File: src/sv/plti_pkg.sv
`timescale 1ns / 1ps
`default_nettype none

package plti_pkg;

  localparam int unsigned MAX_POINTS_DEF = 64;
  localparam int unsigned DATA_W         = 32;
  localparam int unsigned IDX_W          = 6;
  localparam int unsigned CNT_W          = 7;

  // command codes
  localparam logic CMD_WRITE = 1'b0;
  localparam logic CMD_QUERY = 1'b1;

  typedef struct packed {
    logic                     command;
    logic [IDX_W-1:0]         point_index;
    logic signed [DATA_W-1:0] point_position;
    logic signed [DATA_W-1:0] point_value;
    logic signed [DATA_W-1:0] query_position;
  } plti_in_t;

  typedef struct packed {
    logic signed [DATA_W-1:0] result_value;
    logic                     in_range;
    logic                     exact_hit;
  } plti_out_t;

  // request to the multiply/divide unit: quo = (mag * dq) / dx
  typedef struct packed {
    logic              start;
    logic [DATA_W-1:0] mag;
    logic [DATA_W-1:0] dq;
    logic [DATA_W-1:0] dx;
  } plti_md_req_t;

  typedef struct packed {
    logic              done;
    logic [DATA_W-1:0] quo;
  } plti_md_rsp_t;

endpackage

`default_nettype wire

File: src/sv/plti_ram.sv
`timescale 1ns / 1ps
`default_nettype none

module plti_ram #(
  parameter int unsigned WIDTH = 64,
  parameter int unsigned DEPTH = 64
) (
  input  wire logic                     clk_i,
  input  wire logic                     we_i,
  input  wire logic [$clog2(DEPTH)-1:0] waddr_i,
  input  wire logic [WIDTH-1:0]         wdata_i,
  input  wire logic                     re_i,
  input  wire logic [$clog2(DEPTH)-1:0] raddr_i,
  output logic      [WIDTH-1:0]         rdata_o
);

  logic [WIDTH-1:0] mem_q [DEPTH];

  always_ff @(posedge clk_i) begin
    if (we_i) begin
      mem_q[waddr_i] <= wdata_i;
    end
    if (re_i) begin
      rdata_o <= mem_q[raddr_i];
    end
  end

endmodule

`default_nettype wire

File: src/sv/plti_muldiv.sv
`timescale 1ns / 1ps
`default_nettype none

// Shift-add multiply (32 steps) then restoring divide (32 steps), one shared
// 33-bit adder. Needs dq < dx so the quotient fits in 32 bits.
module plti_muldiv (
  input  wire logic                  clk_i,
  input  wire logic                  rst_ni,
  input  wire plti_pkg::plti_md_req_t req_i,
  output plti_pkg::plti_md_rsp_t      rsp_o
);

  localparam int unsigned W = plti_pkg::DATA_W;

  localparam logic [1:0] PH_IDLE = 2'd0;
  localparam logic [1:0] PH_MUL  = 2'd1;
  localparam logic [1:0] PH_DIV  = 2'd2;

  logic [1:0]     phase_q, phase_d;
  logic [4:0]     cnt_q, cnt_d;
  logic           done_q, done_d;
  logic [2*W-1:0] acc_q, acc_d;
  logic [W-1:0]   mag_q, mag_d;
  logic [W-1:0]   dx_q, dx_d;

  // shared adder
  logic [W:0]   add_a, add_b;
  logic         add_sub;
  logic [W+1:0] add_r;

  always_comb begin
    add_a   = {1'b0, acc_q[2*W-1:W]};
    add_b   = '0;
    add_sub = 1'b0;
    if (phase_q == PH_DIV) begin
      add_a   = {acc_q[2*W-1:W], acc_q[W-1]};
      add_b   = {1'b0, dx_q};
      add_sub = 1'b1;
    end else if (acc_q[0]) begin
      add_b   = {1'b0, mag_q};
    end
    add_r = {1'b0, add_a} + {1'b0, add_b ^ {(W+1){add_sub}}} + {{(W+1){1'b0}}, add_sub};
  end

  always_comb begin
    phase_d = phase_q;
    cnt_d   = cnt_q;
    done_d  = 1'b0;
    acc_d   = acc_q;
    mag_d   = mag_q;
    dx_d    = dx_q;
    case (phase_q)
      PH_IDLE: begin
        if (req_i.start) begin
          acc_d   = {{W{1'b0}}, req_i.dq};
          mag_d   = req_i.mag;
          dx_d    = req_i.dx;
          cnt_d   = '0;
          phase_d = PH_MUL;
        end
      end
      PH_MUL: begin
        acc_d = {add_r[W:0], acc_q[W-1:1]};
        cnt_d = cnt_q + 5'd1;
        if (cnt_q == 5'd31) begin
          phase_d = PH_DIV;
        end
      end
      PH_DIV: begin
        // carry out set means no borrow: quotient bit is 1
        if (add_r[W+1]) begin
          acc_d = {add_r[W-1:0], acc_q[W-2:0], 1'b1};
        end else begin
          acc_d = {add_a[W-1:0], acc_q[W-2:0], 1'b0};
        end
        cnt_d = cnt_q + 5'd1;
        if (cnt_q == 5'd31) begin
          phase_d = PH_IDLE;
          done_d  = 1'b1;
        end
      end
      default: begin
        phase_d = PH_IDLE;
      end
    endcase
  end

  always_ff @(posedge clk_i or negedge rst_ni) begin
    if (!rst_ni) begin
      phase_q <= PH_IDLE;
      cnt_q   <= '0;
      done_q  <= 1'b0;
    end else begin
      phase_q <= phase_d;
      cnt_q   <= cnt_d;
      done_q  <= done_d;
    end
  end

  always_ff @(posedge clk_i) begin
    acc_q <= acc_d;
    mag_q <= mag_d;
    dx_q  <= dx_d;
  end

  assign rsp_o.done = done_q;
  assign rsp_o.quo  = acc_q[W-1:0];

endmodule

`default_nettype wire

File: src/sv/piecewise_linear_table_interp_core.sv
`timescale 1ns / 1ps
`default_nettype none

// Write word: no result; the next word may follow at once.
// Query word: each scanned entry takes a RAM read and a compare; then an
//   exact hit or a miss goes to hand-off, or an interpolation runs setup,
//   the 32-step multiply, the 32-step divide, done and hand-off. The input
//   stalls for the whole query and while a finished result waits behind a
//   stalled output word.
// Reset (async, active low) clears point_count, the sequencer and out valid;
//   the point table is not cleared.
module piecewise_linear_table_interp_core #(
  parameter int unsigned MAX_POINTS = plti_pkg::MAX_POINTS_DEF
) (
  input  wire logic                     clk_i,
  input  wire logic                     rst_ni,
  input  wire logic                     in_valid_i,
  output logic                          in_stall_o,
  input  wire plti_pkg::plti_in_t       in_data_i,
  output logic                          out_valid_o,
  input  wire logic                     out_stall_i,
  output plti_pkg::plti_out_t           out_data_o,
  input  wire logic                     cfg_valid_i,
  output logic                          cfg_ready_o,
  input  wire logic [plti_pkg::CNT_W-1:0] cfg_data_i
);

  localparam int unsigned W  = plti_pkg::DATA_W;
  localparam int unsigned AW = $clog2(MAX_POINTS);
  localparam int unsigned CW = $clog2(MAX_POINTS + 1);

  // sequencer states
  localparam logic [2:0] S_IDLE  = 3'd0;
  localparam logic [2:0] S_RD    = 3'd1;  // issue table read
  localparam logic [2:0] S_CMP   = 3'd2;  // test exact hit / bracket
  localparam logic [2:0] S_SETUP = 3'd3;  // form deltas, start multiply/divide unit
  localparam logic [2:0] S_MD    = 3'd4;  // wait for multiply/divide
  localparam logic [2:0] S_FIN   = 3'd5;  // hand result to output register

  logic [2:0]   state_q, state_d;
  logic [CW-1:0] i_q, i_d;
  logic [CW-1:0] n_q, n_d;
  logic [plti_pkg::CNT_W-1:0] count_q;

  logic signed [W-1:0] qpos_q, qpos_d;
  logic signed [W-1:0] prev_pos_q, prev_pos_d;
  logic signed [W-1:0] prev_val_q, prev_val_d;
  logic signed [W-1:0] res_q, res_d;
  logic                ok_q, ok_d, hit_q, hit_d, neg_q, neg_d;

  logic                out_valid_q, out_valid_d;
  plti_pkg::plti_out_t out_q, out_d;

  logic in_acc, out_load;
  logic [CW-1:0] n_clip;

  // table RAM: {position, value}
  logic          ram_we, ram_re;
  logic [AW-1:0] ram_waddr;
  logic [2*W-1:0] ram_rdata;
  logic signed [W-1:0] rd_pos, rd_val;

  plti_pkg::plti_md_req_t md_req;
  plti_pkg::plti_md_rsp_t md_rsp;

  logic signed [W:0] dv, dq, dx;

  assign cfg_ready_o = 1'b1;
  assign in_stall_o  = (state_q != S_IDLE);
  assign in_acc      = in_valid_i && !in_stall_o;

  // writes beyond the table depth are dropped
  assign ram_we    = in_acc && (in_data_i.command == plti_pkg::CMD_WRITE) &&
                     (32'(in_data_i.point_index) < 32'(MAX_POINTS));
  assign ram_waddr = AW'(in_data_i.point_index);
  assign ram_re    = (state_q == S_RD);

  plti_ram #(
    .WIDTH (2 * W),
    .DEPTH (MAX_POINTS)
  ) u_ram (
    .clk_i   (clk_i),
    .we_i    (ram_we),
    .waddr_i (ram_waddr),
    .wdata_i ({in_data_i.point_position, in_data_i.point_value}),
    .re_i    (ram_re),
    .raddr_i (i_q[AW-1:0]),
    .rdata_o (ram_rdata)
  );

  assign rd_pos = ram_rdata[2*W-1:W];
  assign rd_val = ram_rdata[W-1:0];

  // point_count above the depth acts as the depth
  assign n_clip = (32'(count_q) > 32'(MAX_POINTS)) ? CW'(MAX_POINTS) : CW'(count_q);

  // deltas for the bracketing pair (prev, current read)
  assign dv = {rd_val[W-1], rd_val} - {prev_val_q[W-1], prev_val_q};
  assign dq = {qpos_q[W-1], qpos_q} - {prev_pos_q[W-1], prev_pos_q};
  assign dx = {rd_pos[W-1], rd_pos} - {prev_pos_q[W-1], prev_pos_q};

  always_comb begin
    md_req.start = (state_q == S_SETUP);
    md_req.mag   = dv[W] ? W'(-dv) : dv[W-1:0];
    md_req.dq    = dq[W-1:0];
    md_req.dx    = dx[W-1:0];
  end

  plti_muldiv u_muldiv (
    .clk_i  (clk_i),
    .rst_ni (rst_ni),
    .req_i  (md_req),
    .rsp_o  (md_rsp)
  );

  assign out_load = (state_q == S_FIN) && (!out_valid_q || !out_stall_i);

  always_comb begin
    state_d    = state_q;
    i_d        = i_q;
    n_d        = n_q;
    qpos_d     = qpos_q;
    prev_pos_d = prev_pos_q;
    prev_val_d = prev_val_q;
    res_d      = res_q;
    ok_d       = ok_q;
    hit_d      = hit_q;
    neg_d      = neg_q;
    case (state_q)
      S_IDLE: begin
        if (in_acc && (in_data_i.command == plti_pkg::CMD_QUERY)) begin
          qpos_d = in_data_i.query_position;
          n_d    = n_clip;
          i_d    = '0;
          res_d  = '0;
          ok_d   = 1'b0;
          hit_d  = 1'b0;
          state_d = (n_clip == '0) ? S_FIN : S_RD;
        end
      end
      S_RD: begin
        state_d = S_CMP;
      end
      S_CMP: begin
        if (qpos_q == rd_pos) begin
          res_d   = rd_val;
          ok_d    = 1'b1;
          hit_d   = 1'b1;
          state_d = S_FIN;
        end else if ((i_q != '0) && (qpos_q > prev_pos_q) && (qpos_q < rd_pos)) begin
          ok_d    = 1'b1;
          state_d = S_SETUP;
        end else begin
          prev_pos_d = rd_pos;
          prev_val_d = rd_val;
          i_d        = i_q + CW'(1);
          state_d    = (i_q + CW'(1) == n_q) ? S_FIN : S_RD;
        end
      end
      S_SETUP: begin
        neg_d   = dv[W];
        state_d = S_MD;
      end
      S_MD: begin
        if (md_rsp.done) begin
          res_d   = neg_q ? (prev_val_q - md_rsp.quo) : (prev_val_q + md_rsp.quo);
          state_d = S_FIN;
        end
      end
      S_FIN: begin
        if (out_load) begin
          state_d = S_IDLE;
        end
      end
      default: begin
        state_d = S_IDLE;
      end
    endcase
  end

  always_comb begin
    out_valid_d = out_valid_q && out_stall_i;
    out_d       = out_q;
    if (out_load) begin
      out_valid_d        = 1'b1;
      out_d.result_value = res_q;
      out_d.in_range     = ok_q;
      out_d.exact_hit    = hit_q;
    end
  end

  always_ff @(posedge clk_i or negedge rst_ni) begin
    if (!rst_ni) begin
      state_q     <= S_IDLE;
      i_q         <= '0;
      n_q         <= '0;
      count_q     <= '0;
      out_valid_q <= 1'b0;
    end else begin
      state_q     <= state_d;
      i_q         <= i_d;
      n_q         <= n_d;
      out_valid_q <= out_valid_d;
      if (cfg_valid_i && cfg_ready_o) begin
        count_q <= cfg_data_i;
      end
    end
  end

  always_ff @(posedge clk_i) begin
    qpos_q     <= qpos_d;
    prev_pos_q <= prev_pos_d;
    prev_val_q <= prev_val_d;
    res_q      <= res_d;
    ok_q       <= ok_d;
    hit_q      <= hit_d;
    neg_q      <= neg_d;
    out_q      <= out_d;
  end

  assign out_valid_o = out_valid_q;
  assign out_data_o  = out_q;

endmodule

`default_nettype wire

File: config.mk
export PLATFORM = sky130hd
export DESIGN_NAME = piecewise_linear_table_interp_core
export DESIGN_NICKNAME = d
export VERILOG_FILES = /design/src/sv/plti_pkg.sv /design/src/sv/plti_ram.sv /design/src/sv/plti_muldiv.sv /design/src/sv/piecewise_linear_table_interp_core.sv
export SDC_FILE = /design/constraint.sdc
export NUM_CORES = 2
export LEC_CHECK = 0
export BUFFER_PORTS_ARGS = -buffer_cell sky130_fd_sc_hd__clkbuf_2
export CAP_MARGIN = 20
export CORE_UTILIZATION = 33
export DETAILED_ROUTE_END_ITERATION = 6
export HOLD_SLACK_MARGIN = 0.06
export MAX_ROUTING_LAYER = met4
export PLACE_DENSITY = 0.44
export SYNTH_ARGS = -nofsm -noshare
export SYNTH_HDL_FRONTEND = slang
export SYNTH_SLANG_ARGS = --single-unit
File: constraint.sdc
create_clock -name clk_i -period 12.86 [get_ports clk_i]
set_input_delay 1.286 -clock clk_i [delete_from_list [all_inputs] [get_ports clk_i]]
set_output_delay 1.286 -clock clk_i [all_outputs]
set_load 0.1 [all_outputs]
==> key figures <==
Outcome
  – Status: complete, no violations

Timing
  – Final hold violation count: 0
  – Unrepaired setup endpoints after global routing: no
  – Final WS setup: 7.22 ns
  – Final period util: 43.9%
  – Final Max Slew Viols: 0
  – Fin Hold WS: 0.421 ns
  – Measured slew at the worst slew-check pin: 1.21 ns
  – Post-route setup TNS: 0 ns
  – Setup violators final: 0
  – Max_slew headroom: 19.5%
  – Fmax achieved: 0.177 GHz
  – Min Clock Period, post-route: 5.64 ns
  – Clock skew: 0.113 ns

Logic synthesis
  – Post-synth cell types: 85
  – Post-synth top area cell: edfxtp_1
  – Ys flop type: edfxtp_1
  – Synth Area in XOR/XNOR: 0.953%
  – Post-synthesis cell count: 8301
  – Synth area leaders: edfxtp_1 74%, mux4_2 17%, ha_1 1.4%
  – Mapped cell area: 180000 µm²
  – Seq/Total Area, Yosys: 74.7%
  – Yosys warning count: 0
  – Share of flip-flops with an asynchronous set or reset: 0.736%
  – Mean area per synthesized cell: 21.7 µm²
  – Syn nets: 8621
  – Synth Area in Compound Gates: 2.60%
  – Adder-Cell Fraction of Synth Area: 1.45%
  – Combinational family with the most area after synthesis: multiplexers
  – Mux cell area share after synthesis: 17.2%
  – Top cell type's share of synthesized area: 74.3%
  – Number of synthesized flops with an enable pin: 4453
  – Flops & latches, synth: 4486
  – Synth Area in Simple Gates: 1.90%

Routing
  – Routed WL: 559000 µm
  – DR iter-0 viols: 9159
  – Routed Antenna Nets: 0
  – Vias: 89117
  – DRT Pass-1 Iters: 6
  – DR DRC count: 0
  – DR WL/cell: 33.9 µm
  – Drt via density: 5.41

Setup path
  – Data required, critical path: 13.49 ns
  – Setup crit start: state_q[0]
  – Reg-to-reg endpoint: u_ram.mem_q[44][52]
  – Slowest cell on crit path: nor2_4
  – Most used cell, CP: buf_4
  – CP Capture Type: register
  – Critical path fanouts, max: 31
  – Critical R2R Launch: state_q[0]
  – R2R setup slack: 7.22 ns
  – WS Path Type: register to register
  – Crit-path cells: nor3_2 -> buf_4 -> nand2_1 -> nor3_1 -> buf_4 -> nand2_1 -> nor2_4 -> buf_4 -> buf_4
  – Critical Path Max Stage Delay: 0.95 ns
  – Crit path launch type: register
  – Data arrival, critical path: 6.27 ns
  – CP Capture Point: u_ram.mem_q[44][52]
  – Cells on worst reg2reg path: 9

Die
  – Core area: 542000 µm²
  – Io pins: 152
  – # rows: 270
  – Die X-Extent: 741 µm
  – Die Area: 549000 µm²
  – Starting Density: 33.2%
  – Die Ht: 741 µm

Pwr
  – P_int: 24.1 mW
  – Leakage: 67.5 nW
  – Logic pwr share: 0.9%
  – Part of the power in registers: 53.1%
  – Switching share of power: 20.4%
  – Clock Power Share: 46.0%
  – Tot Pwr: 30.3 mW
  – Switch Pwr: 6.17 mW
  – Power per Cell Area: 146 nW/µm²
  – Peak VDD IR: 0.121 mV

Clock network
  – Reg clk slew, reported paths: 0.06 ns
  – Cts hold-fix bufs: 0
  – Clk_lat worst skew: 1.07 ns
  – H-tree depth: 5
  – Post-CTS setup buffers: 0
  – CTS buffer count: 485
  – CTS resizes: 0
  – CTS tree: done
  – Sink Count: 4486
  – Clock Tree Buf Depth: 4
  – Root buf cell: clkbuf_16

Placement
  – Placer congestion estimate: 0.819
  – Worst slack at placement: 6.95 ns
  – Final HPWL DP: 324000 µm
  – Port Buffers: 150
  – Placed Cells: 15548

Final layout
  – Non-filler cells in the finished layout: 16482
  – Fillers: 48663
  – Layout cells sized above 1: 28.1%
  – Area Growth Syn to Fin: 15.3%
  – # nets final: 9163

GRT
  – Largest net degree at the start of global routing: 115
  – Number of global-route vias before repair: 92040
  – First-pass GRT wire length: 767000 µm
  – GRT Overall Usage: 20.6%
  – Global route overflow: 0
  – Antenna violations before repair: 54

Job
  – Max-Cap Viols: 0

Min path
  – Worst hold path type: register to register
==> synth_stat cells (7+ instances only) <==
library cell / instances
and3_1: 28
nor2_1: 209
xor2_1: 85
a31oi_1: 30
o22ai_1: 13
mux2i_1: 34
clkbuf_1: 288
a22oi_1: 8
a31o_2: 7
buf_1: 86
a21o_1: 108
a211oi_1: 8
a221oi_1: 21
mux4_2: 1344
and2_1: 18
a21oi_1: 181
dfrtp_1: 33
o211ai_1: 17
o21ai_0: 177
nand3_1: 52
o21a_1: 25
nor3b_1: 10
o21bai_1: 19
nand2b_1: 30
nor3_1: 50
nand4_1: 21
nor2b_1: 22
or2_2: 7
a22o_1: 14
mux2_2: 34
a2111oi_0: 10
o31ai_1: 17
nand2_1: 206
edfxtp_1: 4453
xnor2_1: 111
and4_1: 7
inv_1: 180
ha_1: 200
or3_1: 15
nor4_1: 16
==> power groups by stage <==
stage	sequential (mW)	combinational, mW	clock, mW
after floorplan	16.4	0.00931	0
after global placement	16.4	0.241	0
after detailed placement	16.4	0.260	0
after CTS	16.1	0.260	14.2
after global routing	16.0	0.288	14.8
final	16.1	0.265	13.9
==> per-stage QoR <==
| step | utilization (%) | area, µm² |
|---|---|---|
| finish | 38.3 | 208000 |
| CTS | 38.2 | 207000 |
| global placement | 35.3 | 191000 |
| global route | 38.3 | 208000 |
| floorplan | - | 180000 |
| detailed placement | 35.3 | 191000 |
==> cell type report <==
cell class	count	area, µm²	share of cell area [%]
diodes	24	60.1	0.0289
clock buffers	581	12600	6.06
well taps	7208	9020	4.34
clock inverters	313	3180	1.53
repair buffers	432	3510	1.69
flip-flops and latches	4486	135000	64.8
inverters	184	692	0.333
multi-input cells	3254	44000	21.2
==> metal layers <==
layer	wire length, µm	track usage, %	vias to the layer above
met5	0	-	-
met4	13300	4.54	0
met3	28700	2.42	732
met2	276000	33.7	2669
met1	241000	27.8	49487
li1	-	-	36229
==> worst max-delay path: cells and delay by family, from the launching register on <==
| kind | cells | cell delay [ns] |
|---|---|---|
| AND/OR/NAND/NOR | 5 | 2.50 |
| flip-flops | 1 | 0.54 |
| buffers and inverters | 4 | 1.82 |
==> cells in the final DEF, fill, tap and decap left out, types with 27 or more instances in the layout <==
master     netlist  final
edfxtp_1      4453   4453
mux4_2        1344   1344
clkbuf_16        0    488
buf_4            1    233
nand2_1        206    206
ha_1           200    199
a21oi_1        181    180
inv_1          180    179
o21ai_0        177    177
clkbuf_2         0    145
nor2_1         209    141
clkinv_1         4    122
xnor2_1        111    111
a21o_1         108    108
clkbuf_1       288     91
xor2_1          85     85
clkinv_2         0     82
nor2_4           0     66
nand3_1         52     52
bufinv_16        0     51
nor3_1          50     49
buf_12           0     45
mux2i_1         34     34
mux2_2          34     34
nand2b_1        30     30
a31oi_1         30     28
and3_1          28     27
dfrtp_1         33     27
==> sequential cells by signal, summed over array words and instances, names as in the netlist, 34 cells and up <==
signal,cells
out_data_o,34
u_muldiv.acc_q,64
u_ram.mem_q,4096
u_ram.rdata_o,64
==> how the worst min path moves through the flow <==
stage,slack [ns],cells after the start,to,startpoint
finish,0.42,0,out_data_o[13],res_q[11]
global route,0.39,1,qpos_q[20],in_data_i[20]
CTS,0.35,1,qpos_q[23],in_data_i[23]
detailed placement,0.40,0,out_data_o[13],res_q[11]
global placement,0.40,0,out_data_o[19],res_q[17]
floorplan,0.40,0,out_data_o[0],hit_q
==> logic make-up (layout without fill, tap and decap cells) <==
kind of cell | count (synthesis) | count (layout)
AND/OR/NAND/NOR | 716 | 716
AO/OA/AOI/OAI | 724 | 724
adder cells (fa/ha/maj) | 205 | 205
other | 1 | 25
flip-flops | 4486 | 4486
XOR/XNOR | 196 | 196
multiplexers | 1412 | 1412
buffers and inverters | 561 | 1510
(Power assumes the default switching activity.)
